### config.mk
export PLATFORM = sky130hd
export DESIGN_NAME = alcx_prep
export DESIGN_NICKNAME = d
export VERILOG_FILES = /design/src/rtl/alcx_pkg.sv /design/src/rtl/alcx_prep.sv
export SDC_FILE = /design/constraint.sdc
export NUM_CORES = 1
export LEC_CHECK = 0
export ABC_AREA = 1
export BUFFER_PORTS_ARGS = -buffer_cell sky130_fd_sc_hd__buf_2
export CORE_ASPECT_RATIO = 0.75
export CORE_UTILIZATION = 35
export CTS_CLUSTER_DIAMETER = 50
export CTS_CLUSTER_SIZE = 16
export DETAILED_ROUTE_END_ITERATION = 8
export PLACE_DENSITY = 0.6
export SLEW_MARGIN = 20
export SYNTH_ARGS = -nofsm -noshare
export SYNTH_HDL_FRONTEND = slang
export SYNTH_SLANG_ARGS = --single-unit
### constraint.sdc
create_clock -name clk -period 1.1 [get_ports clk]
set_input_delay 0.22 -clock clk [delete_from_list [all_inputs] [get_ports clk]]
set_output_delay 0.22 -clock clk [all_outputs]
set_load 0.005 [all_outputs]
### src/rtl/alcx_pkg.sv
`default_nettype none
// ----------------------------------------------------------------------------
// alcx_pkg
// Shared types, constants and the x^1.4 power table of the lux calculator.
// ----------------------------------------------------------------------------
package alcx_pkg;

    localparam int POW_TABLE_ENTRIES = 256;
    localparam int LUX_FRACTION_BITS = 8;

    localparam int CNT_W    = 16;
    localparam int LUX_W    = 19;
    localparam int RGN_W    = 3;
    localparam int TAB_M    = POW_TABLE_ENTRIES - 1;
    localparam int IDX_W    = $clog2(POW_TABLE_ENTRIES);
    localparam int QUO_W    = IDX_W + 1;
    localparam int NUM_W    = CNT_W + $clog2(4 * TAB_M + 2);
    localparam int DEN_W    = CNT_W + 1;
    localparam int POW_W    = 16;
    localparam int COEF_W   = 28;
    localparam int PROD_W   = CNT_W + POW_W;
    localparam int POS_W    = COEF_W + CNT_W;
    localparam int CMP_W    = CNT_W + 8;
    localparam int LUX_SH   = 32 - LUX_FRACTION_BITS;

    localparam int DIV_STAGES = 3;
    localparam int DIV_SPS    = (QUO_W + DIV_STAGES - 1) / DIV_STAGES;

    // table ratio step 32768/M split into whole and leftover parts
    localparam longint unsigned TAB_STEP_Q = 32768 / TAB_M;
    localparam longint unsigned TAB_STEP_R = 32768 % TAB_M;

    localparam logic [LUX_W-1:0] LUX_MAX = {LUX_W{1'b1}};

    // region limits as percent of broadband
    localparam logic [7:0] PCT_SCALE = 8'd100;
    localparam logic [7:0] PCT_R0    = 8'd50;
    localparam logic [7:0] PCT_R1    = 8'd61;
    localparam logic [7:0] PCT_R2    = 8'd80;
    localparam logic [7:0] PCT_R3    = 8'd130;

    typedef enum logic [RGN_W-1:0] {
        RGN_0   = 3'd0,
        RGN_1   = 3'd1,
        RGN_2   = 3'd2,
        RGN_3   = 3'd3,
        RGN_OFF = 3'd4
    } region_t;

    // Q32 coefficients, rounded to nearest
    localparam logic [COEF_W-1:0] C_R0_A = COEF_W'(((64'd304 << 32) + 64'd5000) / 64'd10000);
    localparam logic [COEF_W-1:0] C_R0_B = COEF_W'(((64'd62 << 32) + 64'd500) / 64'd1000);
    localparam logic [COEF_W-1:0] C_R1_A = COEF_W'(((64'd224 << 32) + 64'd5000) / 64'd10000);
    localparam logic [COEF_W-1:0] C_R1_B = COEF_W'(((64'd31 << 32) + 64'd500) / 64'd1000);
    localparam logic [COEF_W-1:0] C_R2_A = COEF_W'(((64'd128 << 32) + 64'd5000) / 64'd10000);
    localparam logic [COEF_W-1:0] C_R2_B = COEF_W'(((64'd153 << 32) + 64'd5000) / 64'd10000);
    localparam logic [COEF_W-1:0] C_R3_A = COEF_W'(((64'd146 << 32) + 64'd50000) / 64'd100000);
    localparam logic [COEF_W-1:0] C_R3_B = COEF_W'(((64'd112 << 32) + 64'd50000) / 64'd100000);

    typedef logic [POW_W-1:0] pow_tab_t [POW_TABLE_ENTRIES];

    function automatic longint unsigned fifth_q16(longint unsigned y);
        longint unsigned p;
        p = (y * y) >> 16;
        p = (p * y) >> 16;
        p = (p * y) >> 16;
        p = (p * y) >> 16;
        return p;
    endfunction

    // entry i: x^1.4 in Q16 for x = i/(2M), root found by bisection
    function automatic pow_tab_t build_pow_tab();
        pow_tab_t        tab;
        longint unsigned x;
        longint unsigned xr;
        longint unsigned t;
        longint unsigned lo;
        longint unsigned hi;
        longint unsigned mid;
        x  = 0;
        xr = 0;
        for (int i = 0; i < POW_TABLE_ENTRIES; i++) begin
            // x = floor(i*32768/M), stepped without a divide
            if (i > 0) begin
                x  = x + TAB_STEP_Q;
                xr = xr + TAB_STEP_R;
                if (xr >= longint'(TAB_M)) begin
                    xr = xr - longint'(TAB_M);
                    x  = x + 1;
                end
            end
            t  = (x * x) >> 16;
            lo = 0;
            hi = 65535;
            for (int j = 0; j < 17; j++) begin
                if (lo < hi) begin
                    mid = (lo + hi + 1) >> 1;
                    if (fifth_q16(mid) <= t)
                        lo = mid;
                    else
                        hi = mid - 1;
                end
            end
            tab[i] = POW_W'((x * lo) >> 16);
        end
        return tab;
    endfunction

    localparam pow_tab_t POW_TAB = build_pow_tab();

    typedef struct packed {
        logic [CNT_W-1:0] broadband_count;
        logic [CNT_W-1:0] infrared_count;
    } sample_t;

    typedef struct packed {
        logic [LUX_W-1:0] lux;
        logic [RGN_W-1:0] ratio_region;
    } result_t;

    // item as it travels through the divider
    typedef struct packed {
        logic [CNT_W-1:0] ch0;
        logic [CNT_W-1:0] ch1;
        region_t          region;
        logic [NUM_W-1:0] rem;
        logic [DEN_W-1:0] den;
        logic [QUO_W-1:0] quo;
    } div_t;

endpackage
`default_nettype wire

### src/rtl/alcx_prep.sv
`default_nettype none
// ----------------------------------------------------------------------------
// alcx_prep
// Region select and divider operand setup (one register stage).
// ----------------------------------------------------------------------------
module alcx_prep (
    input  wire logic            clk,
    input  wire logic            rst_n,
    input  wire logic            advance,
    input  wire logic            in_valid,
    input  wire alcx_pkg::sample_t in_item,
    output logic                 out_valid,
    output alcx_pkg::div_t       out_item
);

    logic                  valid_reg;
    alcx_pkg::div_t        item_reg;
    alcx_pkg::div_t        item_next;
    logic [alcx_pkg::CMP_W-1:0] p_ch1;
    logic [alcx_pkg::CMP_W-1:0] lim0;
    logic [alcx_pkg::CMP_W-1:0] lim1;
    logic [alcx_pkg::CMP_W-1:0] lim2;
    logic [alcx_pkg::CMP_W-1:0] lim3;

    always_comb
    begin
        p_ch1 = alcx_pkg::CMP_W'(in_item.infrared_count) * alcx_pkg::CMP_W'(alcx_pkg::PCT_SCALE);
        lim0  = alcx_pkg::CMP_W'(in_item.broadband_count) * alcx_pkg::CMP_W'(alcx_pkg::PCT_R0);
        lim1  = alcx_pkg::CMP_W'(in_item.broadband_count) * alcx_pkg::CMP_W'(alcx_pkg::PCT_R1);
        lim2  = alcx_pkg::CMP_W'(in_item.broadband_count) * alcx_pkg::CMP_W'(alcx_pkg::PCT_R2);
        lim3  = alcx_pkg::CMP_W'(in_item.broadband_count) * alcx_pkg::CMP_W'(alcx_pkg::PCT_R3);

        item_next.ch0 = in_item.broadband_count;
        item_next.ch1 = in_item.infrared_count;
        if (in_item.broadband_count == '0 || p_ch1 > lim3)
            item_next.region = alcx_pkg::RGN_OFF;
        else if (p_ch1 <= lim0)
            item_next.region = alcx_pkg::RGN_0;
        else if (p_ch1 <= lim1)
            item_next.region = alcx_pkg::RGN_1;
        else if (p_ch1 <= lim2)
            item_next.region = alcx_pkg::RGN_2;
        else
            item_next.region = alcx_pkg::RGN_3;

        // rounded index: (4M*ch1 + ch0) / (2*ch0)
        item_next.rem = alcx_pkg::NUM_W'(in_item.infrared_count)
                        * alcx_pkg::NUM_W'(4 * alcx_pkg::TAB_M)
                        + alcx_pkg::NUM_W'(in_item.broadband_count);
        item_next.den = {in_item.broadband_count, 1'b0};
        item_next.quo = '0;
    end

    always_ff @(posedge clk or negedge rst_n)
    begin
        if (!rst_n)
            valid_reg <= 1'b0;
        else if (advance)
            valid_reg <= in_valid;
    end

    always_ff @(posedge clk)
    begin
        if (advance)
            item_reg <= item_next;
    end

    assign out_valid = valid_reg;
    assign out_item  = item_reg;

endmodule
`default_nettype wire

After elaboration in Yosys (flattened, before gate mapping)
Cells that the tools add are included.

word-level totals
  register bits after elaboration = 62
  input port bits = 36
  output and inout port bits = 88
  word-level logic and storage cells = 24

operators by class
  add/subtract/negate cells = 1
  multipliers = 6
  order comparisons = 4
  muxes and demuxes = 2
  reduce and logical (&&, ||, !) cells = 4

operators by type and width
  cell                                                 count
  less-or-equal comparator 23 x 22 -> 1 bit            2
  multiplier 16 x 5 -> 21 bit (second input constant)  2
  adder 26 x 16 -> 26 bit                              1
  greater-than comparator 23 x 24 -> 1 bit             1
  multiplier 16 x 8 -> 24 bit (second input constant)  1
  less-or-equal comparator 23 bit                      1
  multiplier 16 x 7 -> 23 bit (second input constant)  1
  multiplier 16 x 6 -> 22 bit (second input constant)  1
  multiplier 16 x 3 -> 19 bit (second input constant)  1
  logical NOT 16 bit                                   1
  OR reduction 3 bit                                   1
  2-to-1 mux 2 bit                                     1
  OR reduction 2 bit                                   1
  logical OR 1 bit                                     1
  2-to-1 mux 1 bit                                     1

Depth between registers and ports, before layout
  depth in word-level cells = 4
  mapped depth = 30
  mapped depth without buffers = 30

Least setup slack after synthesis
Ideal clock, no wire load.

  path type = input port to flip-flop
  from = in in_item[6] in the netlist's numbering
  to = reg item_reg (netlist bit out_item[51]) (data pin)
  setup time = 249 ps
  arrival time = 4658 ps
  path slack = -3807 ps
  stages = 29
  path buffers = 0
  cell sequence = fa_1 -> inv_1 -> fa_1 -> inv_1 -> fa_1 -> inv_1 -> fa_1 -> inv_1 -> ha_1 -> nand2_2 -> inv_1 -> nand2_1 -> nand2_1 -> inv_1 -> nand3_1 -> xor2_1 -> ha_1 -> a21oi_1 -> o21ai_0 -> a21oi_1 -> nand2_1 -> nand3_1 -> nand2_2 -> nand2_2 -> clkinv_1 -> nand2_1 -> nand2_1 -> nand2_1 -> inv_1

RTL lines
  what                  RTL line         RTL
  from (decl)           alcx_prep.sv:11  input wire alcx_pkg::sample_t in_item,
  to (signal assigned)  alcx_prep.sv:65  item_reg <= item_next;
  to (decl)             alcx_prep.sv:17  alcx_pkg::div_t item_reg;

==> results.md <==
- Outcome: finished, violations left
- Failing checks: negative setup slack
- Crit-path max cell delay: 570 ps
- Largest net degree at the start of global routing: 27
- Syn_area_per_cell: approximately 8.1 µm²
- Max Clock Skew: 0 ps
- Setup crit end kind: register
- Hold WS: just under 100 ps
- Synth unique cells: 46
- NumNets Final: between 2000 and 3000
- Fin area: roughly 22000 µm²
- CTS Buffer Depth: 2
- DP Wirelength: around 38 mm
- IO Count: about 120
- Most area-consuming cells after synthesis: ha_1, fa_1, edfxtp_1, inv_1, nand2_1
- Worst Path Max Fanout: 4
- First-pass GRT wire length: between 70 and 80 mm
- Final setup TNS: -76340 ps
- Vias in the first global route: 14800
- Core Region: 41200 µm²
- Final hold viol count: 0
- Drt drc: 0
- DR vias: about 14000
- Die extent in x: ~240 µm
- Number of synthesized register bits: 60
- WP data required: 1220 ps
- Sequential fraction of the synthesis area: between 10% and 20%
- Final GP Congestion: roughly 0.9
- Met2 WL: approximately 22 mm
- WL/cell: 15.4 µm
- Die footprint: between 40000 and 50000 µm²
- Worst Tran Pin Value: between 500 and 600 ps
- Ys flop type: edfxtp_1
- Final worst path period need: 4640 ps
- Layout cells sized above 1: approximately two fifths
- CTS tree: built
- Clock slew at reported path FFs: 60 ps
- Area grow syn2layout: 50.9%
- GRT overflow: 0
- Final-report max-slew violation count: 0
- Max layer used: met4
- Routed WL: 46.5 mm
- Initial antenna violation count: 0
- Max-slew headroom: a little over 60%
- Setup violators final: 60
- Gr usage total: 21.9%
- CTS Root Cell: clkbuf_16
- Post-DP Area: between 15000 and 20000 µm²
- Max Cap Viol: 0
- CTS H-tree lvls: 3
- Largest area contributor in the netlist: ha_1
- Routed met1 length: roughly 21 mm
- Post-synthesis cell area: approximately 15000 µm²
- Maximum clock frequency: 216 MHz
- ANT cells: 0
- Post-Syn Instances: 1819
- Total number of placement rows: 64
- Worst setup SP type: primary input
- Post-route clock period utilization: 421%
- Critical Path AT: 4760 ps
- DRT iter0 DRCs: between 600 and 700
- Asr flop ratio synth: under 10%
- Initial core utilization: 35.9%
- EDFF count, synth: 59
- CTS Buf Count: 9
- Final ANT Viol Nets: 0
- Final setup margin: -3540 ps
- Top cell by count, worst path: inv_2
- Post-synth top area share: 27.0%
- CTS sink cnt: 60
- WS Path Type: primary input to register
- Min-delay worst type: primary input to register
- I/O Buffers: around 110
- Via-to-Cell Ratio: 4.68
- Synth warn: 0
- DR WL met3: roughly 2.0 mm
- Unrepaired setup endpoints after global routing: yes
- Clock latency on the worst-skew pair: between 300 and 400 ps
- Slowest CP cell: fa_1
- Drt pass-1 iters: 5
- DIE HEIGHT: approximately 180 µm
worst paths after layout:
kind	slack (ps)	cells after the start	end	start
hold reg to reg	540	1	out_valid	out_valid
hold / removal	100	2	out_valid	in_valid
setup / recovery	-3540	28	out_item[47]	in_item[8]
max in group asynchronous	850	2	out_valid	rst_n
setup reg to reg	340	1	out_valid	out_valid
min in group asynchronous	160	2	out_valid	rst_n
what timing repair did:
action / in CTS / in global routing
pin swaps: 133 / 145
setup endpoints to repair: 86 / 100
hold buffers: 1 / 0
resized for setup: 188 / 148
buffers inserted: 54 / 34
gates cloned: 0 / 0
hold endpoints to repair: 1 / 0
cell usage after synthesis, types with 3 or more instances:
cell	n
inv_1	422
ha_1	319
nand2_1	307
fa_1	137
a21oi_1	126
nor2_1	68
xor2_1	67
edfxtp_1	59
nand3_1	58
o21ai_0	39
xnor2_1	32
buf_4	28
nand4_1	24
nand2_2	22
nor3_1	16
a21o_1	10
nor2_2	9
o21bai_1	9
o211ai_1	7
o21a_1	6
a21boi_0	5
a31oi_1	5
o21ai_1	5
nand3_2	4
nor2_4	4
nand2_4	3
nor4_1	3
metal layers:
metal / up-vias / GRT usage [%]
met5: - / 0
met4: 0 / 6.28
met3: 57 / 3.03
met2: 254 / 36.6
met1: 6754 / 29.3
li1: 7024 / -
flip-flops by register name, indices dropped and copies added, names as in the netlist:
name and cells:
out_valid 1, out_item 59
final cells by class:
type	count	area [µm²]
well taps	561	702
clock buffers	9	225
repair buffers	635	4910
multi-input cells	1314	12900
clock inverters	7	124
inverters	425	1630
flip-flops and latches	60	1800
fillers	3722	18900
stage by stage:
step | setup WS, ps | instances | util, %
after floorplan | -3500 | 1828 | -
after global placement | -3890 | 2912 | 48.0
after detailed placement | -4000 | 2912 | 48.0
after CTS | -3450 | 2979 | 51.7
after global routing | -3760 | 3011 | 54.1
final | -3540 | 3011 | 54.1
worst max-delay path, delay by kind of cell:
family | cells | cell delay (ps)
fa+ha+maj | 6 | 2650
simple gates | 11 | 910
buf+inv | 9 | 690
xor+xnor | 2 | 270
logic make-up after synthesis:
| kind of cell | synth area share [%] |
|---|---|
| simple gates | 15.7 |
| flops | 12.1 |
| buf+inv | 12.2 |
| mux | 0.0761 |
| other cells | 0.0254 |
| compound gates | 8.45 |
| fa+ha+maj | 45.5 |
| xor+xnor | 5.86 |
cell usage in the layout, fill, tap and decap left out, types with 10 or more instances in the layout:
cell type	count
a21o_1	10
a21oi_1	90
a21oi_2	28
buf_12	14
buf_2	98
buf_4	474
buf_6	39
conb_1	10
edfxtp_1	59
fa_1	125
fa_2	12
ha_1	255
ha_4	60
inv_1	365
inv_2	52
nand2_1	261
nand2_2	55
nand2_4	16
nand3_1	40
nand3_2	18
nand4_1	24
nor2_1	59
nor2_2	12
nor2_4	10
nor3_1	10
o21ai_0	22
o21ai_2	12
xnor2_1	27
xor2_1	53
xor2_2	11
Power is not shown: default switching activity piles up to over one toggle a cycle in this logic, so the estimate is an artifact.
