===== config.mk =====
export PLATFORM = sky130hd
export DESIGN_NAME = alcx_formula
export DESIGN_NICKNAME = d
export VERILOG_FILES = /design/src/rtl/alcx_pkg.sv /design/src/rtl/alcx_formula.sv
export SDC_FILE = /design/constraint.sdc
export NUM_CORES = 2
export LEC_CHECK = 0
export CELL_PAD_IN_SITES_DETAIL_PLACEMENT = 1
export CELL_PAD_IN_SITES_GLOBAL_PLACEMENT = 1
export CORE_ASPECT_RATIO = 1.75
export CORE_UTILIZATION = 57
export CTS_CLUSTER_SIZE = 24
export DETAILED_ROUTE_END_ITERATION = 10
export DONT_BUFFER_PORTS = 1
export PLACE_DENSITY = 0.95
export SYNTH_ARGS = -nofsm -noshare
export SYNTH_HDL_FRONTEND = slang
export SYNTH_SLANG_ARGS = --single-unit

===== constraint.sdc =====
create_clock -name clk -period 12.7 [get_ports clk]
set_input_delay 0.635 -clock clk [delete_from_list [all_inputs] [get_ports clk]]
set_output_delay 0.635 -clock clk [all_outputs]
set_load 0.01 [all_outputs]

===== src/rtl/alcx_pkg.sv =====
`default_nettype none
// ----------------------------------------------------------------------------
// alcx_pkg
// Shared types, constants and the x^1.4 power table of the lux calculator.
// ----------------------------------------------------------------------------
package alcx_pkg;

    localparam int POW_TABLE_ENTRIES = 256;
    localparam int LUX_FRACTION_BITS = 8;

    localparam int CNT_W    = 16;
    localparam int LUX_W    = 19;
    localparam int RGN_W    = 3;
    localparam int TAB_M    = POW_TABLE_ENTRIES - 1;
    localparam int IDX_W    = $clog2(POW_TABLE_ENTRIES);
    localparam int QUO_W    = IDX_W + 1;
    localparam int NUM_W    = CNT_W + $clog2(4 * TAB_M + 2);
    localparam int DEN_W    = CNT_W + 1;
    localparam int POW_W    = 16;
    localparam int COEF_W   = 28;
    localparam int PROD_W   = CNT_W + POW_W;
    localparam int POS_W    = COEF_W + CNT_W;
    localparam int CMP_W    = CNT_W + 8;
    localparam int LUX_SH   = 32 - LUX_FRACTION_BITS;

    localparam int DIV_STAGES = 3;
    localparam int DIV_SPS    = (QUO_W + DIV_STAGES - 1) / DIV_STAGES;

    // table ratio step 32768/M split into whole and leftover parts
    localparam longint unsigned TAB_STEP_Q = 32768 / TAB_M;
    localparam longint unsigned TAB_STEP_R = 32768 % TAB_M;

    localparam logic [LUX_W-1:0] LUX_MAX = {LUX_W{1'b1}};

    // region limits as percent of broadband
    localparam logic [7:0] PCT_SCALE = 8'd100;
    localparam logic [7:0] PCT_R0    = 8'd50;
    localparam logic [7:0] PCT_R1    = 8'd61;
    localparam logic [7:0] PCT_R2    = 8'd80;
    localparam logic [7:0] PCT_R3    = 8'd130;

    typedef enum logic [RGN_W-1:0] {
        RGN_0   = 3'd0,
        RGN_1   = 3'd1,
        RGN_2   = 3'd2,
        RGN_3   = 3'd3,
        RGN_OFF = 3'd4
    } region_t;

    // Q32 coefficients, rounded to nearest
    localparam logic [COEF_W-1:0] C_R0_A = COEF_W'(((64'd304 << 32) + 64'd5000) / 64'd10000);
    localparam logic [COEF_W-1:0] C_R0_B = COEF_W'(((64'd62 << 32) + 64'd500) / 64'd1000);
    localparam logic [COEF_W-1:0] C_R1_A = COEF_W'(((64'd224 << 32) + 64'd5000) / 64'd10000);
    localparam logic [COEF_W-1:0] C_R1_B = COEF_W'(((64'd31 << 32) + 64'd500) / 64'd1000);
    localparam logic [COEF_W-1:0] C_R2_A = COEF_W'(((64'd128 << 32) + 64'd5000) / 64'd10000);
    localparam logic [COEF_W-1:0] C_R2_B = COEF_W'(((64'd153 << 32) + 64'd5000) / 64'd10000);
    localparam logic [COEF_W-1:0] C_R3_A = COEF_W'(((64'd146 << 32) + 64'd50000) / 64'd100000);
    localparam logic [COEF_W-1:0] C_R3_B = COEF_W'(((64'd112 << 32) + 64'd50000) / 64'd100000);

    typedef logic [POW_W-1:0] pow_tab_t [POW_TABLE_ENTRIES];

    function automatic longint unsigned fifth_q16(longint unsigned y);
        longint unsigned p;
        p = (y * y) >> 16;
        p = (p * y) >> 16;
        p = (p * y) >> 16;
        p = (p * y) >> 16;
        return p;
    endfunction

    // entry i: x^1.4 in Q16 for x = i/(2M), root found by bisection
    function automatic pow_tab_t build_pow_tab();
        pow_tab_t        tab;
        longint unsigned x;
        longint unsigned xr;
        longint unsigned t;
        longint unsigned lo;
        longint unsigned hi;
        longint unsigned mid;
        x  = 0;
        xr = 0;
        for (int i = 0; i < POW_TABLE_ENTRIES; i++) begin
            // x = floor(i*32768/M), stepped without a divide
            if (i > 0) begin
                x  = x + TAB_STEP_Q;
                xr = xr + TAB_STEP_R;
                if (xr >= longint'(TAB_M)) begin
                    xr = xr - longint'(TAB_M);
                    x  = x + 1;
                end
            end
            t  = (x * x) >> 16;
            lo = 0;
            hi = 65535;
            for (int j = 0; j < 17; j++) begin
                if (lo < hi) begin
                    mid = (lo + hi + 1) >> 1;
                    if (fifth_q16(mid) <= t)
                        lo = mid;
                    else
                        hi = mid - 1;
                end
            end
            tab[i] = POW_W'((x * lo) >> 16);
        end
        return tab;
    endfunction

    localparam pow_tab_t POW_TAB = build_pow_tab();

    typedef struct packed {
        logic [CNT_W-1:0] broadband_count;
        logic [CNT_W-1:0] infrared_count;
    } sample_t;

    typedef struct packed {
        logic [LUX_W-1:0] lux;
        logic [RGN_W-1:0] ratio_region;
    } result_t;

    // item as it travels through the divider
    typedef struct packed {
        logic [CNT_W-1:0] ch0;
        logic [CNT_W-1:0] ch1;
        region_t          region;
        logic [NUM_W-1:0] rem;
        logic [DEN_W-1:0] den;
        logic [QUO_W-1:0] quo;
    } div_t;

endpackage
`default_nettype wire


===== src/rtl/alcx_formula.sv =====
`default_nettype none
// ----------------------------------------------------------------------------
// alcx_formula
// Lux formula: table lookup and products, region 0 power term, then
// difference, rounding and saturation (three register stages).
// ----------------------------------------------------------------------------
module alcx_formula (
    input  wire logic           clk,
    input  wire logic           rst_n,
    input  wire logic           advance,
    input  wire logic           in_valid,
    input  wire alcx_pkg::div_t in_item,
    output logic                out_valid,
    output alcx_pkg::result_t   out_item
);

    localparam int SUM_W = alcx_pkg::POS_W + 1;

    // stage a
    logic                         a_valid_reg;
    alcx_pkg::region_t            a_region_reg;
    logic [alcx_pkg::POS_W-1:0]   a_pos_reg;
    logic [alcx_pkg::POS_W-1:0]   a_negl_reg;
    logic [alcx_pkg::PROD_W-1:0]  a_prod_reg;
    logic [alcx_pkg::COEF_W-1:0]  coef_a;
    logic [alcx_pkg::COEF_W-1:0]  coef_b;
    logic [alcx_pkg::IDX_W-1:0]   idx;
    logic [alcx_pkg::POW_W-1:0]   pow_val;

    // stage b
    logic                         b_valid_reg;
    alcx_pkg::region_t            b_region_reg;
    logic [alcx_pkg::POS_W-1:0]   b_pos_reg;
    logic [alcx_pkg::POS_W-1:0]   b_neg_reg;
    logic [alcx_pkg::PROD_W+alcx_pkg::COEF_W-1:0] neg0_full;
    logic [alcx_pkg::POS_W-1:0]   neg_next;

    // stage c
    logic                         c_valid_reg;
    alcx_pkg::result_t            c_item_reg;
    logic [SUM_W-1:0]             diff;
    logic [SUM_W-1:0]             rounded;
    alcx_pkg::result_t            c_item_next;

    always_comb
    begin
        case (in_item.region)
            alcx_pkg::RGN_0:
            begin
                coef_a = alcx_pkg::C_R0_A;
                coef_b = '0;
            end
            alcx_pkg::RGN_1:
            begin
                coef_a = alcx_pkg::C_R1_A;
                coef_b = alcx_pkg::C_R1_B;
            end
            alcx_pkg::RGN_2:
            begin
                coef_a = alcx_pkg::C_R2_A;
                coef_b = alcx_pkg::C_R2_B;
            end
            alcx_pkg::RGN_3:
            begin
                coef_a = alcx_pkg::C_R3_A;
                coef_b = alcx_pkg::C_R3_B;
            end
            default:
            begin
                coef_a = '0;
                coef_b = '0;
            end
        endcase

        if (in_item.quo > alcx_pkg::QUO_W'(alcx_pkg::TAB_M))
            idx = alcx_pkg::IDX_W'(alcx_pkg::TAB_M);
        else
            idx = in_item.quo[alcx_pkg::IDX_W-1:0];
        pow_val = alcx_pkg::POW_TAB[idx];
    end

    always_ff @(posedge clk)
    begin
        if (advance)
        begin
            a_region_reg <= in_item.region;
            a_pos_reg    <= alcx_pkg::POS_W'(coef_a) * alcx_pkg::POS_W'(in_item.ch0);
            a_negl_reg   <= alcx_pkg::POS_W'(coef_b) * alcx_pkg::POS_W'(in_item.ch1);
            a_prod_reg   <= alcx_pkg::PROD_W'(in_item.ch0) * alcx_pkg::PROD_W'(pow_val);
        end
    end

    always_comb
    begin
        neg0_full = (alcx_pkg::PROD_W+alcx_pkg::COEF_W)'(a_prod_reg)
                    * (alcx_pkg::PROD_W+alcx_pkg::COEF_W)'(alcx_pkg::C_R0_B);
        if (a_region_reg == alcx_pkg::RGN_0)
            neg_next = neg0_full[alcx_pkg::PROD_W+alcx_pkg::COEF_W-1:16];
        else
            neg_next = a_negl_reg;
    end

    always_ff @(posedge clk)
    begin
        if (advance)
        begin
            b_region_reg <= a_region_reg;
            b_pos_reg    <= a_pos_reg;
            b_neg_reg    <= neg_next;
        end
    end

    // clamp negative to zero, round half up, saturate
    always_comb
    begin
        diff    = SUM_W'(b_pos_reg) - SUM_W'(b_neg_reg);
        rounded = (diff + (SUM_W'(1) << (alcx_pkg::LUX_SH - 1))) >> alcx_pkg::LUX_SH;
        c_item_next.ratio_region = b_region_reg;
        if (b_region_reg == alcx_pkg::RGN_OFF || b_pos_reg <= b_neg_reg)
            c_item_next.lux = '0;
        else if (rounded > SUM_W'(alcx_pkg::LUX_MAX))
            c_item_next.lux = alcx_pkg::LUX_MAX;
        else
            c_item_next.lux = rounded[alcx_pkg::LUX_W-1:0];
    end

    always_ff @(posedge clk)
    begin
        if (advance)
            c_item_reg <= c_item_next;
    end

    always_ff @(posedge clk or negedge rst_n)
    begin
        if (!rst_n)
        begin
            a_valid_reg <= 1'b0;
            b_valid_reg <= 1'b0;
            c_valid_reg <= 1'b0;
        end
        else if (advance)
        begin
            a_valid_reg <= in_valid;
            b_valid_reg <= a_valid_reg;
            c_valid_reg <= b_valid_reg;
        end
    end

    assign out_valid = c_valid_reg;
    assign out_item  = c_item_reg;

endmodule
`default_nettype wire


==> results of run 1 <==
[stage by stage]
step	hold slack, ns	instances	worst slack, ns	util
3_3_place_gp	0.339	7731	2.40	0.588
4_1_cts	0.129	7780	2.49	0.596
2_1_floorplan	0.339	6404	3.44	-
3_5_place_dp	0.339	7731	1.98	0.588
[Yosys cell counts (all sizes together) (42+ instances only)]
library cell,count
a21o,77
a21oi,296
and2,180
and3,54
clkbuf,157
edfxtp,236
fa,1297
ha,733
inv,1657
nand2,434
nand3,58
nor2,235
nor2b,47
nor3,48
o21ai,251
xnor2,114
xor2,42
[logic make-up after synthesis]
logic type / Yosys count
buf+inv: 1837
flops: 239
simple gates: 1189
mux: 7
xor+xnor: 156
fa+ha+maj: 2030
compound gates: 946
[what timing repair did]
item / in CTS
hold buffers: 1
buffers inserted: 0
endpoints found under the hold margin: 3
[routing by layer]
layer / overflow / track usage
met1: 0 / 0.534
met2: 3 / 0.851
met3: 0 / 0.288
met4: 5 / 0.665
met5: 0 / 0.0484
==> results.yml, run 1 <==
outcome:
  status: "did not finish"
  haltStage: "global routing (5_1_grt)"
  stop_error: "[ERROR GRT-0116] Global routing finished with congestion. Check the congestion regions in the DRC Viewer."
clock_tree:
  cts_root_buf: "clkbuf_16"
  post_cts_resize_count: 0
  htreeDepth: 1
  clock_path_buffers: 3
  clock_sinks: 239
  cts_inserted_buffers: 26
logic_synthesis:
  synth_simple_gate_area_frac: 0.0914
  synthesis.nets: 8525
  syn_avg_cell_area_um2: 9.73
  synth_adder_area_share: 0.564
  yosys.area.top_type: "fa_1"
  yosysTopAreaCellShare: 0.417
  ys_seq_area_frac: 0.115
  syn-cell-area_um2: 62300
  yosysWarningCount: 0
  synth_cell_types: 84
  synth_mux_area_frac: 0.00123
  synth_top_family_by_area: "adder cells"
  ys_async_sr_fraction: 0.0126
  synth_edf_count: 236
  synth-seq-cells: 239
  synth_area_leaders: "fa_1 (42%), ha_1 (15%), edfxtp_1 (11%), inv_1 (10%), nand2_1 (2.6%)"
  synth_compound_area_frac: 0.0952
  syn-instance-count: 6404
  synth-xor-area-share: 0.0219
  ys.flop_type: "edfxtp_1"
placement:
  dp_hpwl_um: 208000
  place_congestion: 1.08
  place.port_buffers: 0
  place_area_um2: 63800
floorplanning:
  rows: 160
  die_x_um: 252
  fp.dieH_um: 439
  initial_core_util: 0.574
  io_pins: 114
global_route:
  grt_usage: 0.575
  grt_pass1_wl_um: 448000
  grt_max_degree: 240
  grt.overflow.total: 8
  grt_pass1_vias: 65300
==> run 2: changes to the inputs <==
==> config.mk (replaced) <==
export PLATFORM = sky130hd
export DESIGN_NAME = alcx_formula
export DESIGN_NICKNAME = d
export VERILOG_FILES = /design/src/rtl/alcx_pkg.sv /design/src/rtl/alcx_formula.sv
export SDC_FILE = /design/constraint.sdc
export NUM_CORES = 2
export LEC_CHECK = 0
export CORE_UTILIZATION = 40
export DETAILED_ROUTE_END_ITERATION = 10
export DONT_BUFFER_PORTS = 1
export PLACE_DENSITY_LB_ADDON = 0.15
export SYNTH_ARGS = -nofsm -noshare
export SYNTH_HDL_FRONTEND = slang
export SYNTH_SLANG_ARGS = --single-unit
==> results.yml, run 2 <==
cells_and_area:
  drive_gt1_frac: 0.0266
  layout_commonest_cell: "inv_1"
  nets: 8419
  area_growth_syn_to_layout_pct: 5.17
  post-route-util: 0.424
  final_cell_mix: "inv_1 (1,655), fa_1 (1,297), ha_1 (733), nand2_1 (434), a21oi_1 (293)"
  design_area_um2: 65500
min_path:
  hold_path_class: "input port to flop"
  min-delay-start: "in_item[54]"
  worstHoldEndpoint: "a_region_reg[2]"
  min_path_cells: 0
placement:
  place.port_buffers: 0
  place_area_um2: 64500
  dp_hpwl_um: 159000
  place_congestion: 0.959
  preCtsSetupSlack_ns: 2.53
setup_path:
  r2r_slack_ns: 3.98
  slowest_delay_ns: 0.74
  r2r_start: "a_prod_reg[13]"
  cp.arrival_ns: 10.09
  cp-start-kind: "input port"
  ff2ff_path_depth: 22
  path_class: "input port to flop"
  crit_required_ns: 13.02
  rr_endpoint: "b_neg_reg[43]"
  cp_common_cell: "fa_1"
  cp-end-kind: "flop"
  crit_fanout: 37
  slowest_stage: "a2111oi_0"
sta:
  rsz0062_at_grt: "false"
  hold_viol: 0
  tightest_slew_ns: 1.20
  fin_ws_ns: 2.93
  fmax_ghz: 0.102
  relSlewSlack: 0.203
  finalCritPeriodShare: 0.769
  finalSetupViolations: 0
  drv_slew: 0
  min_period_ns: 9.77
  fin_skew_ns: 0.0259
  setup-tns-final_ns: 0
logic_synthesis:
  yosysWarningCount: 0
  synth_common_cells: "inv_1 (1,655), fa_1 (1,297), ha_1 (733)"
  ys_seq_area_frac: 0.115
  syn-cell-area_um2: 62300
  yosysTopAreaCellShare: 0.417
  syn-instance-count: 6404
  ys.flop_type: "edfxtp_1"
  synth-seq-cells: 239
  synthesis.nets: 8525
  ys_async_sr_fraction: 0.0126
  synth_area_leaders: "fa_1 (42%), ha_1 (15%), edfxtp_1 (11%), inv_1 (10%), nand2_1 (2.6%)"
  synth_cell_types: 84
  synth_edf_count: 236
  syn_avg_cell_area_um2: 9.73
  yosys.area.top_type: "fa_1"
  yosysMostFrequentCell: "inv_1"
detailed_routing:
  routed-via-count: 43300
  ant_nets: 0
  firstDrtPassIters: 11
  first_iter_violations: 2820
  routed_wl_um: 187000
  wl_per_cell_um: 22.3
  routed_via_density: 5.17
  drc: 12
run:
  cap_violations: 0
floorplanning:
  fp.dieH_um: 397
  die_x_um: 397
  rows: 144
  io_pins: 114
  initial_core_util: 0.403
  fp.dieArea_um2: 157000
  core_region_area_um2: 154000
clock_tree:
  cts_setup_buffers: 0
  htreeDepth: 1
  clkTransAtPathRegs_ns: 0.06
  post_cts_resize_count: 0
  tritoncts: "yes"
  clock_path_buffers: 3
  cts_hold_buf: 1
  clock_sinks: 239
  clk_latency_ns: 0.59
  cts_root_buf: "clkbuf_16"
  cts_inserted_buffers: 27
global_route:
  grt_pass1_wl_um: 290000
  grt_usage: 0.243
  grt.overflow.total: 0
  grt_pass1_vias: 47100
  grt_max_degree: 240
  antenna_found_initial: 4
outcome:
  violations: "DRC"
  status: "finished, violations left"
[run 2: layer usage]
layer | global-route usage | part of all wire | vias to the layer above
met5 | 0 | 0.00012 | -
met4 | 0.0594 | 0.026 | 2
met3 | 0.0312 | 0.057 | 260
met2 | 0.394 | 0.46 | 1262
met1 | 0.345 | 0.45 | 21900
li1 | - | - | 19900
[run 2: per-stage QoR]
stage / hold slack, ns / instances
finish: 0.169 / 8365
global route: 0.123 / 8362
CTS: 0.117 / 8362
detailed placement: 0.339 / 8312
global placement: 0.339 / 8312
floorplan: 0.339 / 6404
[run 2: area by class of cell]
type,instances,area (um2)
well taps,2044,2560
diodes,3,7.51
clock buffers,32,694
inverters,1658,6220
clock inverters,17,249
multi-input cells,4328,48300
repair buffers,44,333
flip-flops and latches,239,7160
fillers,15200,88900
[run 2: logic make-up after synthesis]
family | share of synthesized area
buf+inv | 0.111
fa+ha+maj | 0.564
simple gates | 0.0914
flops | 0.115
xor+xnor | 0.0219
compound gates | 0.0952
mux | 0.00123
[run 2: worst max path at each step]
stage	cells past startpoint	start	end
after floorplan	34	in_item[8]	a_prod_reg[31]
after global placement	34	in_item[8]	a_prod_reg[31]
after detailed placement	34	in_item[8]	a_prod_reg[31]
after CTS	34	in_item[8]	a_prod_reg[31]
after global routing	34	in_item[8]	a_prod_reg[31]
final	34	in_item[8]	a_prod_reg[31]
[run 2: worst max-delay path, delay by kind of cell]
kind | cells | cell delay [ns]
fa+ha+maj | 8 | 3.80
compound gates | 12 | 3.45
buf+inv | 8 | 1.19
simple gates | 5 | 0.92
xor+xnor | 1 | 0.08
Power of run 2 is left out: the tool's default activity adds up to more than one toggle a clock period on the data nets, which glitch-free logic cannot reach.
