## src/rtl/alcx_pkg.sv

```systemverilog
`default_nettype none
// ----------------------------------------------------------------------------
// alcx_pkg
// Shared types, constants and the x^1.4 power table of the lux calculator.
// ----------------------------------------------------------------------------
package alcx_pkg;

    localparam int POW_TABLE_ENTRIES = 256;
    localparam int LUX_FRACTION_BITS = 8;

    localparam int CNT_W    = 16;
    localparam int LUX_W    = 19;
    localparam int RGN_W    = 3;
    localparam int TAB_M    = POW_TABLE_ENTRIES - 1;
    localparam int IDX_W    = $clog2(POW_TABLE_ENTRIES);
    localparam int QUO_W    = IDX_W + 1;
    localparam int NUM_W    = CNT_W + $clog2(4 * TAB_M + 2);
    localparam int DEN_W    = CNT_W + 1;
    localparam int POW_W    = 16;
    localparam int COEF_W   = 28;
    localparam int PROD_W   = CNT_W + POW_W;
    localparam int POS_W    = COEF_W + CNT_W;
    localparam int CMP_W    = CNT_W + 8;
    localparam int LUX_SH   = 32 - LUX_FRACTION_BITS;

    localparam int DIV_STAGES = 3;
    localparam int DIV_SPS    = (QUO_W + DIV_STAGES - 1) / DIV_STAGES;

    // table ratio step 32768/M split into whole and leftover parts
    localparam longint unsigned TAB_STEP_Q = 32768 / TAB_M;
    localparam longint unsigned TAB_STEP_R = 32768 % TAB_M;

    localparam logic [LUX_W-1:0] LUX_MAX = {LUX_W{1'b1}};

    // region limits as percent of broadband
    localparam logic [7:0] PCT_SCALE = 8'd100;
    localparam logic [7:0] PCT_R0    = 8'd50;
    localparam logic [7:0] PCT_R1    = 8'd61;
    localparam logic [7:0] PCT_R2    = 8'd80;
    localparam logic [7:0] PCT_R3    = 8'd130;

    typedef enum logic [RGN_W-1:0] {
        RGN_0   = 3'd0,
        RGN_1   = 3'd1,
        RGN_2   = 3'd2,
        RGN_3   = 3'd3,
        RGN_OFF = 3'd4
    } region_t;

    // Q32 coefficients, rounded to nearest
    localparam logic [COEF_W-1:0] C_R0_A = COEF_W'(((64'd304 << 32) + 64'd5000) / 64'd10000);
    localparam logic [COEF_W-1:0] C_R0_B = COEF_W'(((64'd62 << 32) + 64'd500) / 64'd1000);
    localparam logic [COEF_W-1:0] C_R1_A = COEF_W'(((64'd224 << 32) + 64'd5000) / 64'd10000);
    localparam logic [COEF_W-1:0] C_R1_B = COEF_W'(((64'd31 << 32) + 64'd500) / 64'd1000);
    localparam logic [COEF_W-1:0] C_R2_A = COEF_W'(((64'd128 << 32) + 64'd5000) / 64'd10000);
    localparam logic [COEF_W-1:0] C_R2_B = COEF_W'(((64'd153 << 32) + 64'd5000) / 64'd10000);
    localparam logic [COEF_W-1:0] C_R3_A = COEF_W'(((64'd146 << 32) + 64'd50000) / 64'd100000);
    localparam logic [COEF_W-1:0] C_R3_B = COEF_W'(((64'd112 << 32) + 64'd50000) / 64'd100000);

    typedef logic [POW_W-1:0] pow_tab_t [POW_TABLE_ENTRIES];

    function automatic longint unsigned fifth_q16(longint unsigned y);
        longint unsigned p;
        p = (y * y) >> 16;
        p = (p * y) >> 16;
        p = (p * y) >> 16;
        p = (p * y) >> 16;
        return p;
    endfunction

    // entry i: x^1.4 in Q16 for x = i/(2M), root found by bisection
    function automatic pow_tab_t build_pow_tab();
        pow_tab_t        tab;
        longint unsigned x;
        longint unsigned xr;
        longint unsigned t;
        longint unsigned lo;
        longint unsigned hi;
        longint unsigned mid;
        x  = 0;
        xr = 0;
        for (int i = 0; i < POW_TABLE_ENTRIES; i++) begin
            // x = floor(i*32768/M), stepped without a divide
            if (i > 0) begin
                x  = x + TAB_STEP_Q;
                xr = xr + TAB_STEP_R;
                if (xr >= longint'(TAB_M)) begin
                    xr = xr - longint'(TAB_M);
                    x  = x + 1;
                end
            end
            t  = (x * x) >> 16;
            lo = 0;
            hi = 65535;
            for (int j = 0; j < 17; j++) begin
                if (lo < hi) begin
                    mid = (lo + hi + 1) >> 1;
                    if (fifth_q16(mid) <= t)
                        lo = mid;
                    else
                        hi = mid - 1;
                end
            end
            tab[i] = POW_W'((x * lo) >> 16);
        end
        return tab;
    endfunction

    localparam pow_tab_t POW_TAB = build_pow_tab();

    typedef struct packed {
        logic [CNT_W-1:0] broadband_count;
        logic [CNT_W-1:0] infrared_count;
    } sample_t;

    typedef struct packed {
        logic [LUX_W-1:0] lux;
        logic [RGN_W-1:0] ratio_region;
    } result_t;

    // item as it travels through the divider
    typedef struct packed {
        logic [CNT_W-1:0] ch0;
        logic [CNT_W-1:0] ch1;
        region_t          region;
        logic [NUM_W-1:0] rem;
        logic [DEN_W-1:0] den;
        logic [QUO_W-1:0] quo;
    } div_t;

endpackage
`default_nettype wire

```

## src/rtl/alcx_divider.sv

```systemverilog
`default_nettype none
// ----------------------------------------------------------------------------
// alcx_divider
// Pipelined restoring divider for the power table index, a few quotient
// bits per stage.
// ----------------------------------------------------------------------------
module alcx_divider (
    input  wire logic           clk,
    input  wire logic           rst_n,
    input  wire logic           advance,
    input  wire logic           in_valid,
    input  wire alcx_pkg::div_t in_item,
    output logic                out_valid,
    output alcx_pkg::div_t      out_item
);

    localparam int WIDE_W = alcx_pkg::NUM_W + alcx_pkg::QUO_W;

    logic [alcx_pkg::DIV_STAGES-1:0] valid_reg;
    alcx_pkg::div_t                  item_reg  [alcx_pkg::DIV_STAGES];
    alcx_pkg::div_t                  item_next [alcx_pkg::DIV_STAGES];

    function automatic alcx_pkg::div_t div_steps(alcx_pkg::div_t d, int first);
        alcx_pkg::div_t    r;
        logic [WIDE_W-1:0] dk;
        int                k;
        r = d;
        for (int j = 0; j < alcx_pkg::DIV_SPS; j++) begin
            if (first + j < alcx_pkg::QUO_W) begin
                k  = alcx_pkg::QUO_W - 1 - (first + j);
                dk = WIDE_W'(r.den) << k;
                if (WIDE_W'(r.rem) >= dk) begin
                    r.rem = r.rem - dk[alcx_pkg::NUM_W-1:0];
                    r.quo = r.quo | (alcx_pkg::QUO_W'(1) << k);
                end
            end
        end
        return r;
    endfunction

    always_comb
    begin
        item_next[0] = div_steps(in_item, 0);
        for (int s = 1; s < alcx_pkg::DIV_STAGES; s++)
            item_next[s] = div_steps(item_reg[s-1], s * alcx_pkg::DIV_SPS);
    end

    always_ff @(posedge clk or negedge rst_n)
    begin
        if (!rst_n)
            valid_reg <= '0;
        else if (advance)
            valid_reg <= {valid_reg[alcx_pkg::DIV_STAGES-2:0], in_valid};
    end

    always_ff @(posedge clk)
    begin
        if (advance)
        begin
            for (int s = 0; s < alcx_pkg::DIV_STAGES; s++)
                item_reg[s] <= item_next[s];
        end
    end

    assign out_valid = valid_reg[alcx_pkg::DIV_STAGES-1];
    assign out_item  = item_reg[alcx_pkg::DIV_STAGES-1];

endmodule
`default_nettype wire

```

## config.mk

```make
export PLATFORM = sky130hd
export DESIGN_NAME = alcx_divider
export DESIGN_NICKNAME = d
export VERILOG_FILES = /design/src/rtl/alcx_pkg.sv /design/src/rtl/alcx_divider.sv
export SDC_FILE = /design/constraint.sdc
export NUM_CORES = 1
export LEC_CHECK = 0
export BUFFER_PORTS_ARGS = -buffer_cell sky130_fd_sc_hd__buf_2
export CAP_MARGIN = 20
export CELL_PAD_IN_SITES_DETAIL_PLACEMENT = 1
export CELL_PAD_IN_SITES_GLOBAL_PLACEMENT = 1
export CORE_MARGIN = 2
export CORE_UTILIZATION = 48
export DETAILED_ROUTE_END_ITERATION = 10
export MAX_ROUTING_LAYER = met4
export PLACE_DENSITY = 0.89
export SYNTH_ARGS = -nofsm -noshare
export SYNTH_HDL_FRONTEND = slang
export SYNTH_SLANG_ARGS = --single-unit
export TNS_END_PERCENT = 50
```

## constraint.sdc

```tcl
create_clock -name clk -period 11.45 [get_ports clk]
set_input_delay 0 -clock clk [delete_from_list [all_inputs] [get_ports clk]]
set_output_delay 0 -clock clk [all_outputs]
set_load 0.03 [all_outputs]
```

==> After elaboration in Yosys (flattened, before gate mapping) <==
Memory sizes are Yosys's and may differ from the RTL's.
Index checks and enable logic that the tools add are counted.
{ "classes": {"addsub": 9, "div": 0, "n_eq_ne": 0, "order_cmp": 9, "bitwise_logic": 0, "mux": 20, "shift": 0, "mul": 0, "reduce_logical": 0} }
{ "op_table": {"columns": ["cell", "n"], "rows": [
  ["$mux 26", 9],
  ["$ge 26x17->1", 1],
  ["$ge 26x18->1", 1],
  ["$ge 26x19->1", 1],
  ["$ge 26x20->1", 1],
  ["$ge 26x21->1", 1],
  ["$ge 26x22->1", 1],
  ["$ge 26x23->1", 1],
  ["$ge 26x24->1", 1],
  ["$ge 26x25->1", 1],
  ["$sub 26x17->26", 1],
  ["$sub 26x18->26", 1],
  ["$sub 26x19->26", 1],
  ["$sub 26x20->26", 1],
  ["$sub 26x21->26", 1],
  ["$sub 26x22->26", 1],
  ["$sub 26x23->26", 1],
  ["$sub 26x24->26", 1],
  ["$sub 26x25->26", 1],
  ["$mux 9", 1],
  ["$mux 8", 1],
  ["$mux 7", 1],
  ["$mux 6", 1],
  ["$mux 5", 1],
  ["4 further kinds", 6]
]} }
{ "totals": {"mem_bits_ro": 0, "register_bits": 3, "out_inout_bits": 88, "mem_count": 1, "ram_bits": 261, "latchBits": 0} }
{ "memory_table": {"columns": ["memory", "words", "word_bits", "rd", "rd_ports_with_merged_regs", "wr", "line", "text"], "rows": [
  ["item_reg", 3, 87, 3, 0, 3, "alcx_divider.sv:20", "alcx_pkg::div_t item_reg [alcx_pkg::DIV_STAGES];"]
]} }

==> Logic depth before layout (Yosys ltp) <==
Gate-level depths: netlist of run 1.
An unclocked memory read counts as a cell.
{ "logic_depth": {"depth_word": 7, "mapped_depth": 42, "ltp_nobuf": 39} }

==> Worst setup path before layout of run 1 <==
No wires, ideal clock.
{ "synth_path": {"path_type": "input to register", "start": "input port in_item[34] (netlist name)", "end": "memory item_reg[0][44] (netlist name) (data pin)", "arrival_time_ns": 8.327, "t_required_ns": 11.188, "slack_ns": 2.861, "path_stages": 41, "path_buffers": 3, "path_cell_list": "inv_1 -> ha_1 -> inv_1 -> fa_1 -> a21o_1 -> a21oi_1 -> o21bai_1 -> a2111oi_2 -> o21ai_1 -> a21o_1 -> clkbuf_1 -> o21ai_0 -> inv_1 -> ha_1 -> nor2b_1 -> o21ai_1 -> a21oi_1 -> o21ai_1 -> [5 not listed] -> clkbuf_1 -> nor2_1 -> a21oi_1 -> fa_1 -> a21o_1 -> a21oi_1 -> o21bai_1 -> a21oi_1 -> o21bai_1 -> a31o_2 -> a21oi_1 -> o21ai_0 -> o21a_1 -> o21a_1 -> or4b_1 -> a21oi_4 -> buf_6 -> mux2_1"} }
{ "synth_rtl": {"columns": ["item", "line", "text"], "rows": [
  ["start, declared", "alcx_divider.sv:12", "input wire alcx_pkg::div_t in_item,"],
  ["end, declared", "alcx_divider.sv:20", null]
]} }

==> results of run 1 <==
[per-layer routing]
metal  vias to the layer above  GRT usage [%]
li1                       7278              -
met1                      7673           31.1
met2                       545           51.5
met3                       210           3.71
met4                         0           16.9
met5                         -              -
[metrics by stage]
step | cell area (sq um) | utilization [%] | hold WS, ns | setup WS [ns] | cells
final | 21400 | 55.2 | 0.105 | 0.589 | 2614
after global routing | 21400 | 55.2 | 0.113 | 0.0250 | 2614
after global placement | 19800 | 51.0 | -0.204 | 1.29 | 2487
after detailed placement | 19800 | 51.0 | -0.197 | 0.585 | 2487
after CTS | 21400 | 55.2 | 0.0836 | 0.590 | 2610
after floorplan | 19000 | - | -0.296 | 2.86 | 1902
[worst min-delay path by stage]
| stage | from | end | slack [ns] | cells after the start |
|---|---|---|---|---|
| floorplan | rst_n | valid_reg[0] | -0.30 | 0 |
| global placement | rst_n | valid_reg[0] | -0.20 | 1 |
| detailed placement | rst_n | valid_reg[2] | -0.20 | 1 |
| CTS | in_item[47] | item_reg[0][47] | 0.08 | 5 |
| global route | in_item[47] | item_reg[0][47] | 0.11 | 5 |
| finish | in_item[47] | item_reg[0][47] | 0.10 | 5 |
[logic make-up (layout without fill, tap and decap cells)]
| logic type | after synthesis | count (layout) | share of synthesized area, % |
|---|---|---|---|
| multiplexers | 53 | 53 | 3.07 |
| AND/OR/NAND/NOR | 541 | 541 | 14.1 |
| XOR/XNOR | 130 | 130 | 6.04 |
| other | 0 | 3 | 0 |
| AO/OA/AOI/OAI | 511 | 511 | 17.5 |
| buffers and inverters | 241 | 432 | 6.60 |
| flip-flops | 264 | 264 | 41.7 |
| adder cells (fa/ha/maj) | 162 | 162 | 11.0 |
[final cells by class]
| class | count | area [sq um] | share of cell area (%) |
|---|---|---|---|
| well taps | 518 | 648 | 3.02 |
| repair buffers | 261 | 1700 | 7.94 |
| clock inverters | 15 | 149 | 0.694 |
| flip-flops and latches | 264 | 7910 | 36.9 |
| diodes | 3 | 7.51 | 0.0350 |
| multi-input cells | 1397 | 9820 | 45.8 |
| clock buffers | 36 | 752 | 3.51 |
| inverters | 120 | 450 | 2.10 |
[worst reg2reg max path, delay by kind of cell (launching register included)]
| kind | cells | cell delay (ns) |
|---|---|---|
| mux | 2 | 0.75 |
| buf+inv | 6 | 1.31 |
| compound gates | 21 | 5.64 |
| fa+ha+maj | 3 | 0.98 |
| flops | 1 | 0.48 |
| simple gates | 5 | 1.07 |
[cells in the mapped netlist, types with 13 or more instances]
| cell | instances | area share [%] |
|---|---|---|
| or2_2 | 13 | 0.43 |
| clkbuf_1 | 26 | 0.51 |
| edfxtp_1 | 261 | 41 |
| nand2b_1 | 26 | 0.86 |
| mux2_1 | 15 | 0.89 |
| and2_1 | 13 | 0.43 |
| a21o_1 | 59 | 2.3 |
| o31ai_1 | 18 | 0.71 |
| nor2_1 | 138 | 2.7 |
| nand2_1 | 149 | 2.9 |
| ha_1 | 153 | 10 |
| o21a_1 | 33 | 1.3 |
| buf_4 | 89 | 3.5 |
| xnor2_1 | 85 | 3.9 |
| mux2_2 | 24 | 1.4 |
| or3_1 | 13 | 0.43 |
| nand3_1 | 40 | 1.1 |
| a21oi_1 | 150 | 4.0 |
| xor2_1 | 44 | 2.0 |
| mux2i_1 | 13 | 0.69 |
| inv_1 | 119 | 2.4 |
| nor2b_1 | 25 | 0.82 |
| o21ai_0 | 115 | 3.0 |
| o21bai_1 | 19 | 0.75 |
| nor3_1 | 35 | 0.92 |
| nand4_1 | 24 | 0.79 |
[layout by cell type (no fill, tap or decap), types with 10 or more instances in the layout]
| cell type | instances |
|---|---|
| a21o_1 | 59 |
| a21oi_1 | 150 |
| xnor2_1 | 85 |
| xor2_1 | 44 |
| o21a_1 | 33 |
| nand4_1 | 24 |
| nor2b_1 | 25 |
| buf_4 | 10 |
| nor4_1 | 12 |
| edfxtp_1 | 261 |
| inv_1 | 119 |
| and3_1 | 11 |
| o31ai_1 | 18 |
| mux2_2 | 24 |
| clkbuf_16 | 29 |
| o21bai_1 | 19 |
| nand3_1 | 40 |
| nand2b_1 | 26 |
| ha_1 | 153 |
| nor2_1 | 138 |
| a21boi_0 | 11 |
| mux2_1 | 15 |
| or2_2 | 13 |
| mux2i_1 | 13 |
| or3_1 | 13 |
| o21ai_0 | 115 |
| dlygate4sd3_1 | 72 |
| a211oi_1 | 11 |
| and2_1 | 13 |
| a31oi_1 | 12 |
| buf_2 | 177 |
| nor3_1 | 35 |
| nand2_1 | 149 |
[repair_timing]
action / in CTS / in global routing
endpoints found under the hold margin: 98 / 0
endpoints found under the setup margin: 0 / 17
resized for setup: 0 / 1
hold buffers: 72 / 0
buffers inserted: 0 / 0
==> summary.md, run 1 <==
| Metric | Value |
|---|---|
| RSZ-0062 raised after global routing | `no` |
| Setup tns final | `0 ns` |
| Die W | `203 um` |
| First-pass DRT Iterations | `5` |
| First-pass GRT wire length | `91.0 mm` |
| Seq cells post-synth | `264` |
| Crit. path cell count | `38` |
| Max reg flops | `261` |
| Yosys warning count | `0` |
| Nets | `2326` |
| Share of layout cells above drive strength 1 | `14.0%` |
| FILL cells | `4344` |
| Ys flop type | `edfxtp_1` |
| Highest Signal Layer | `met4` |
| Post-Syn Instances | `1902` |
| Critical path type | `in2reg` |
| Post-synth net total | `2155` |
| Post-synthesis sequential area ratio | `41.7%` |
| Most frequent CP cell | `a21oi_1` |
| Hold Fails Final Rpt | `0` |
| Final setup viols | `0` |
| Reg-to-Reg Start | `item_reg[0][10]` |
| Max_slew headroom | `24.4%` |
| Clock root cell | `clkbuf_16` |
| Reg2Reg Depth | `37` |
| Die area | `41200 sq um` |
| RePlAce Congestion | `0.978` |
| Clock skew | `0.0333 ns` |
| DP HPWL | `43.1 mm` |
| Period utilisation layout | `94.9%` |
| CTS tree | `yes` |
| Number of port buffers | `178` |
| Fin crit period | `10.86 ns` |
| Vias in the first global route | `16500` |
| WP buf/inv | `4` |
| Asr flop ratio synth | `1.14%` |
| Max capacitance violation total | `0` |
| Die Span Y | `203 um` |
| WP data required | `11.78 ns` |
| CTS Buf Count | `29` |
| Vias/cell | `6.01` |
| Met1 WL | `22.6 mm` |
| Final WL | `59.0 mm` |
| H-tree Lvls | `1` |
| Worst r2r dst | `item_reg[0][124]` |
| Register clock-pin slew on the reported worst setup and hold paths | `0.06 ns` |
| Starting Density | `48.9%` |
| Worst-Margin Slew | `1.13 ns` |
| Dominant delay contributor by cell family on the critical path | `compound AO/OA/AOI/OAI gates` |
| Worst-path fanout max | `28` |
| Worst R2R Setup Slack | `0.97 ns` |
| Crit. End Element | `flip-flop` |
| Distinct cells, synth | `93` |
| Skew-Pair Late Insertion Delay | `0.61 ns` |
| Longest Clk Path Bufs | `3` |
| Met2 WL | `30.0 mm` |
| Clock Sinks | `264` |
| All-Layer GR Usage | `29.0%` |
| Worst setup path end | `item_reg[0][43]` |
| Area of the core | `38800 sq um` |
| Number of enable flip-flop cells after synthesis | `261` |
| Slew Viols, Final | `0` |
| Wirelength per Cell | `22.6 um` |
| Peak Freq | `0.0921 GHz` |
| Synthesized area | `19000 sq um` |
| WL met3 | `2.61 mm` |
| Crit path DAT | `11.19 ns` |
| Slowest library cell on the worst path | `a221oi_1` |
| Syn Area/Cell | `9.98 sq um` |
| Hold/Removal Path Class | `in2reg` |
| GRT overflow | `0` |
| Crit path launch | `in_item[10]` |
| Status | `finished clean` |
| Site Rows | `72` |
| Startpoint Class | `input pin` |
| Synthesis-to-layout area growth | `13.0%` |
| DRC Markers | `0` |
| Post-route ant nets | `0` |
| Maximum number of pins on one net before global-route repair | `114` |
| Critical Path Max Stage Delay | `0.65 ns` |
| Initial antenna violation count | `3` |
| I/O pin count | `179` |
| 1st-iter DRT viols | `824` |
| Total number of vias | `15700` |
Power of run 1 is not shown: default switching activity piles up to over one toggle a cycle in this logic, so the estimate is an artifact.
==> run 2, diff against run 1 <==
--- a/config.mk
+++ b/config.mk
@@ -10,10 +10,10 @@
 export CELL_PAD_IN_SITES_DETAIL_PLACEMENT = 1
 export CELL_PAD_IN_SITES_GLOBAL_PLACEMENT = 1
 export CORE_MARGIN = 2
-export CORE_UTILIZATION = 48
+export CORE_UTILIZATION = 45
 export DETAILED_ROUTE_END_ITERATION = 10
 export MAX_ROUTING_LAYER = met4
-export PLACE_DENSITY = 0.89
+export PLACE_DENSITY = 0.84
 export SYNTH_ARGS = -nofsm -noshare
 export SYNTH_HDL_FRONTEND = slang
 export SYNTH_SLANG_ARGS = --single-unit
==> summary.md, run 2 (synthesis results as in run 1) <==
| Metric | Value |
|---|---|
| H-tree Lvls | `1` |
| Fin crit period | `10.69 ns` |
| Status | `finished clean` |
| WP data required | `11.77 ns` |
| Area of the core | `41800 sq um` |
| Clock root cell | `clkbuf_16` |
| Vias in the first global route | `16000` |
| Die Span Y | `209 um` |
| Longest Clk Path Bufs | `3` |
| Crit path DAT | `11.02 ns` |
| Synthesis-to-layout area growth | `13.5%` |
| Starting Density | `45.5%` |
| Met1 WL | `22.0 mm` |
| Hold/Removal Path Class | `in2reg` |
| Critical Path Max Stage Delay | `0.49 ns` |
| Max_slew headroom | `31.3%` |
| Max capacitance violation total | `0` |
| Wirelength per Cell | `20.5 um` |
| Site Rows | `75` |
| Startpoint Class | `flip-flop` |
| Critical path type | `reg2reg` |
| Initial antenna violation count | `0` |
| Met2 WL | `27.9 mm` |
| Total number of vias | `15000` |
| Worst-path fanout max | `36` |
| Clock skew | `0.0258 ns` |
| Most frequent cells in the layout | `edfxtp_1, buf_2, ha_1` |
| Final WL | `54.1 mm` |
| First-pass GRT wire length | `86.2 mm` |
| Highest Signal Layer | `met4` |
| Worst-Margin Slew | `1.03 ns` |
| Period utilisation layout | `93.4%` |
| FILL cells | `4682` |
| All-Layer GR Usage | `25.4%` |
| Number of port buffers | `178` |
| Nets | `2327` |
| I/O pin count | `179` |
| Leading cell type in the layout, fill and taps excluded | `edfxtp_1` |
| Peak Freq | `0.0935 GHz` |
| DRC Markers | `0` |
| Buffer count from post-CTS setup fixing | `0` |
| GRT overflow | `0` |
| Final setup viols | `0` |
| Area of the multi-input gates | `9830 sq um` |
| CTS Buf Count | `29` |
| Share of layout cells above drive strength 1 | `14.1%` |
| Crit. End Element | `flip-flop` |
| Skew-Pair Late Insertion Delay | `0.59 ns` |
| Max reg flops | `261` |
| WL met3 | `1.91 mm` |
| Register clock-pin slew on the reported worst setup and hold paths | `0.07 ns` |
| 1st-iter DRT viols | `754` |
| Die area | `43800 sq um` |
| RePlAce Congestion | `0.915` |
| RSZ-0062 raised after global routing | `no` |
| DP HPWL | `41.4 mm` |
| Clock Sinks | `264` |
| Slowest library cell on the worst path | `fa_1` |
| Worst R2R Setup Slack | `0.76 ns` |
| Post-route ant nets | `0` |
| Slew Viols, Final | `0` |
| First-pass DRT Iterations | `5` |
| Vias/cell | `5.71` |
| Antenna diodes | `0` |
| Setup tns final | `0 ns` |
| Maximum number of pins on one net before global-route repair | `138` |
| Die W | `209 um` |
| Min Hold Slack | `0.0693 ns` |
| FF/Latch Area | `7910 sq um` |
| Hold Fails Final Rpt | `0` |
| CTS tree | `yes` |
-- run 2: metrics by stage --
stage                     utilization, %  worst slack [ns]  cells  instance area (sq um)
after floorplan                        -              2.86   1902                  19000
after global placement              47.5              1.02   2509                  19800
after detailed placement            47.5             0.708   2510                  19800
after CTS                           51.6             0.547   2633                  21500
after global routing                51.6           0.00338   2634                  21500
final                               51.6             0.758   2634                  21500
-- run 2: path summary, 6_finish.rpt --
path,to,startpoint,cells past startpoint
min,item_reg[0][205],advance,1
min in group asynchronous,valid_reg[0],rst_n,3
max reg2reg,item_reg[0][90],item_reg[0][10],37
max in group asynchronous,valid_reg[1],rst_n,3
min reg2reg,item_reg[0][170],item_reg[0][83],0
max,item_reg[0][90],item_reg[0][10],37
-- run 2: metal layers --
| layer | GRT usage, % | up-vias |
|---|---|---|
| met5 | - | - |
| li1 | - | 7257 |
| met1 | 28.2 | 7309 |
| met2 | 46.5 | 363 |
| met4 | 10.2 | 0 |
| met3 | 2.57 | 120 |
-- run 2: layout make-up --
cell class | instances | area share (%)
Timing Repair Buffer | 262 | 7.91
Inverter | 120 | 2.09
Clock buffer | 35 | 3.47
Clock inverter | 17 | 1.05
Tap cell | 539 | 3.13
Sequential cell | 264 | 36.7
Multi-Input combinational cell | 1397 | 45.6
-- run 2: what timing repair did --
item / CTS / global route
hold buffers: 71 / 0
resized for setup: 0 / 3
hold endpoints to repair: 72 / 0
setup endpoints to repair: 0 / 23
-- run 2: worst max-delay path, delay by kind of cell (launching register included) --
family	cells	cell delay (ns)
AOI/OAI and AO/OA	22	5.72
adders and majority gates	3	1.18
buffers and inverters	5	1.04
DFF	1	0.48
and+or+nand+nor	7	1.98
Power of run 2 is left out for the same reason.
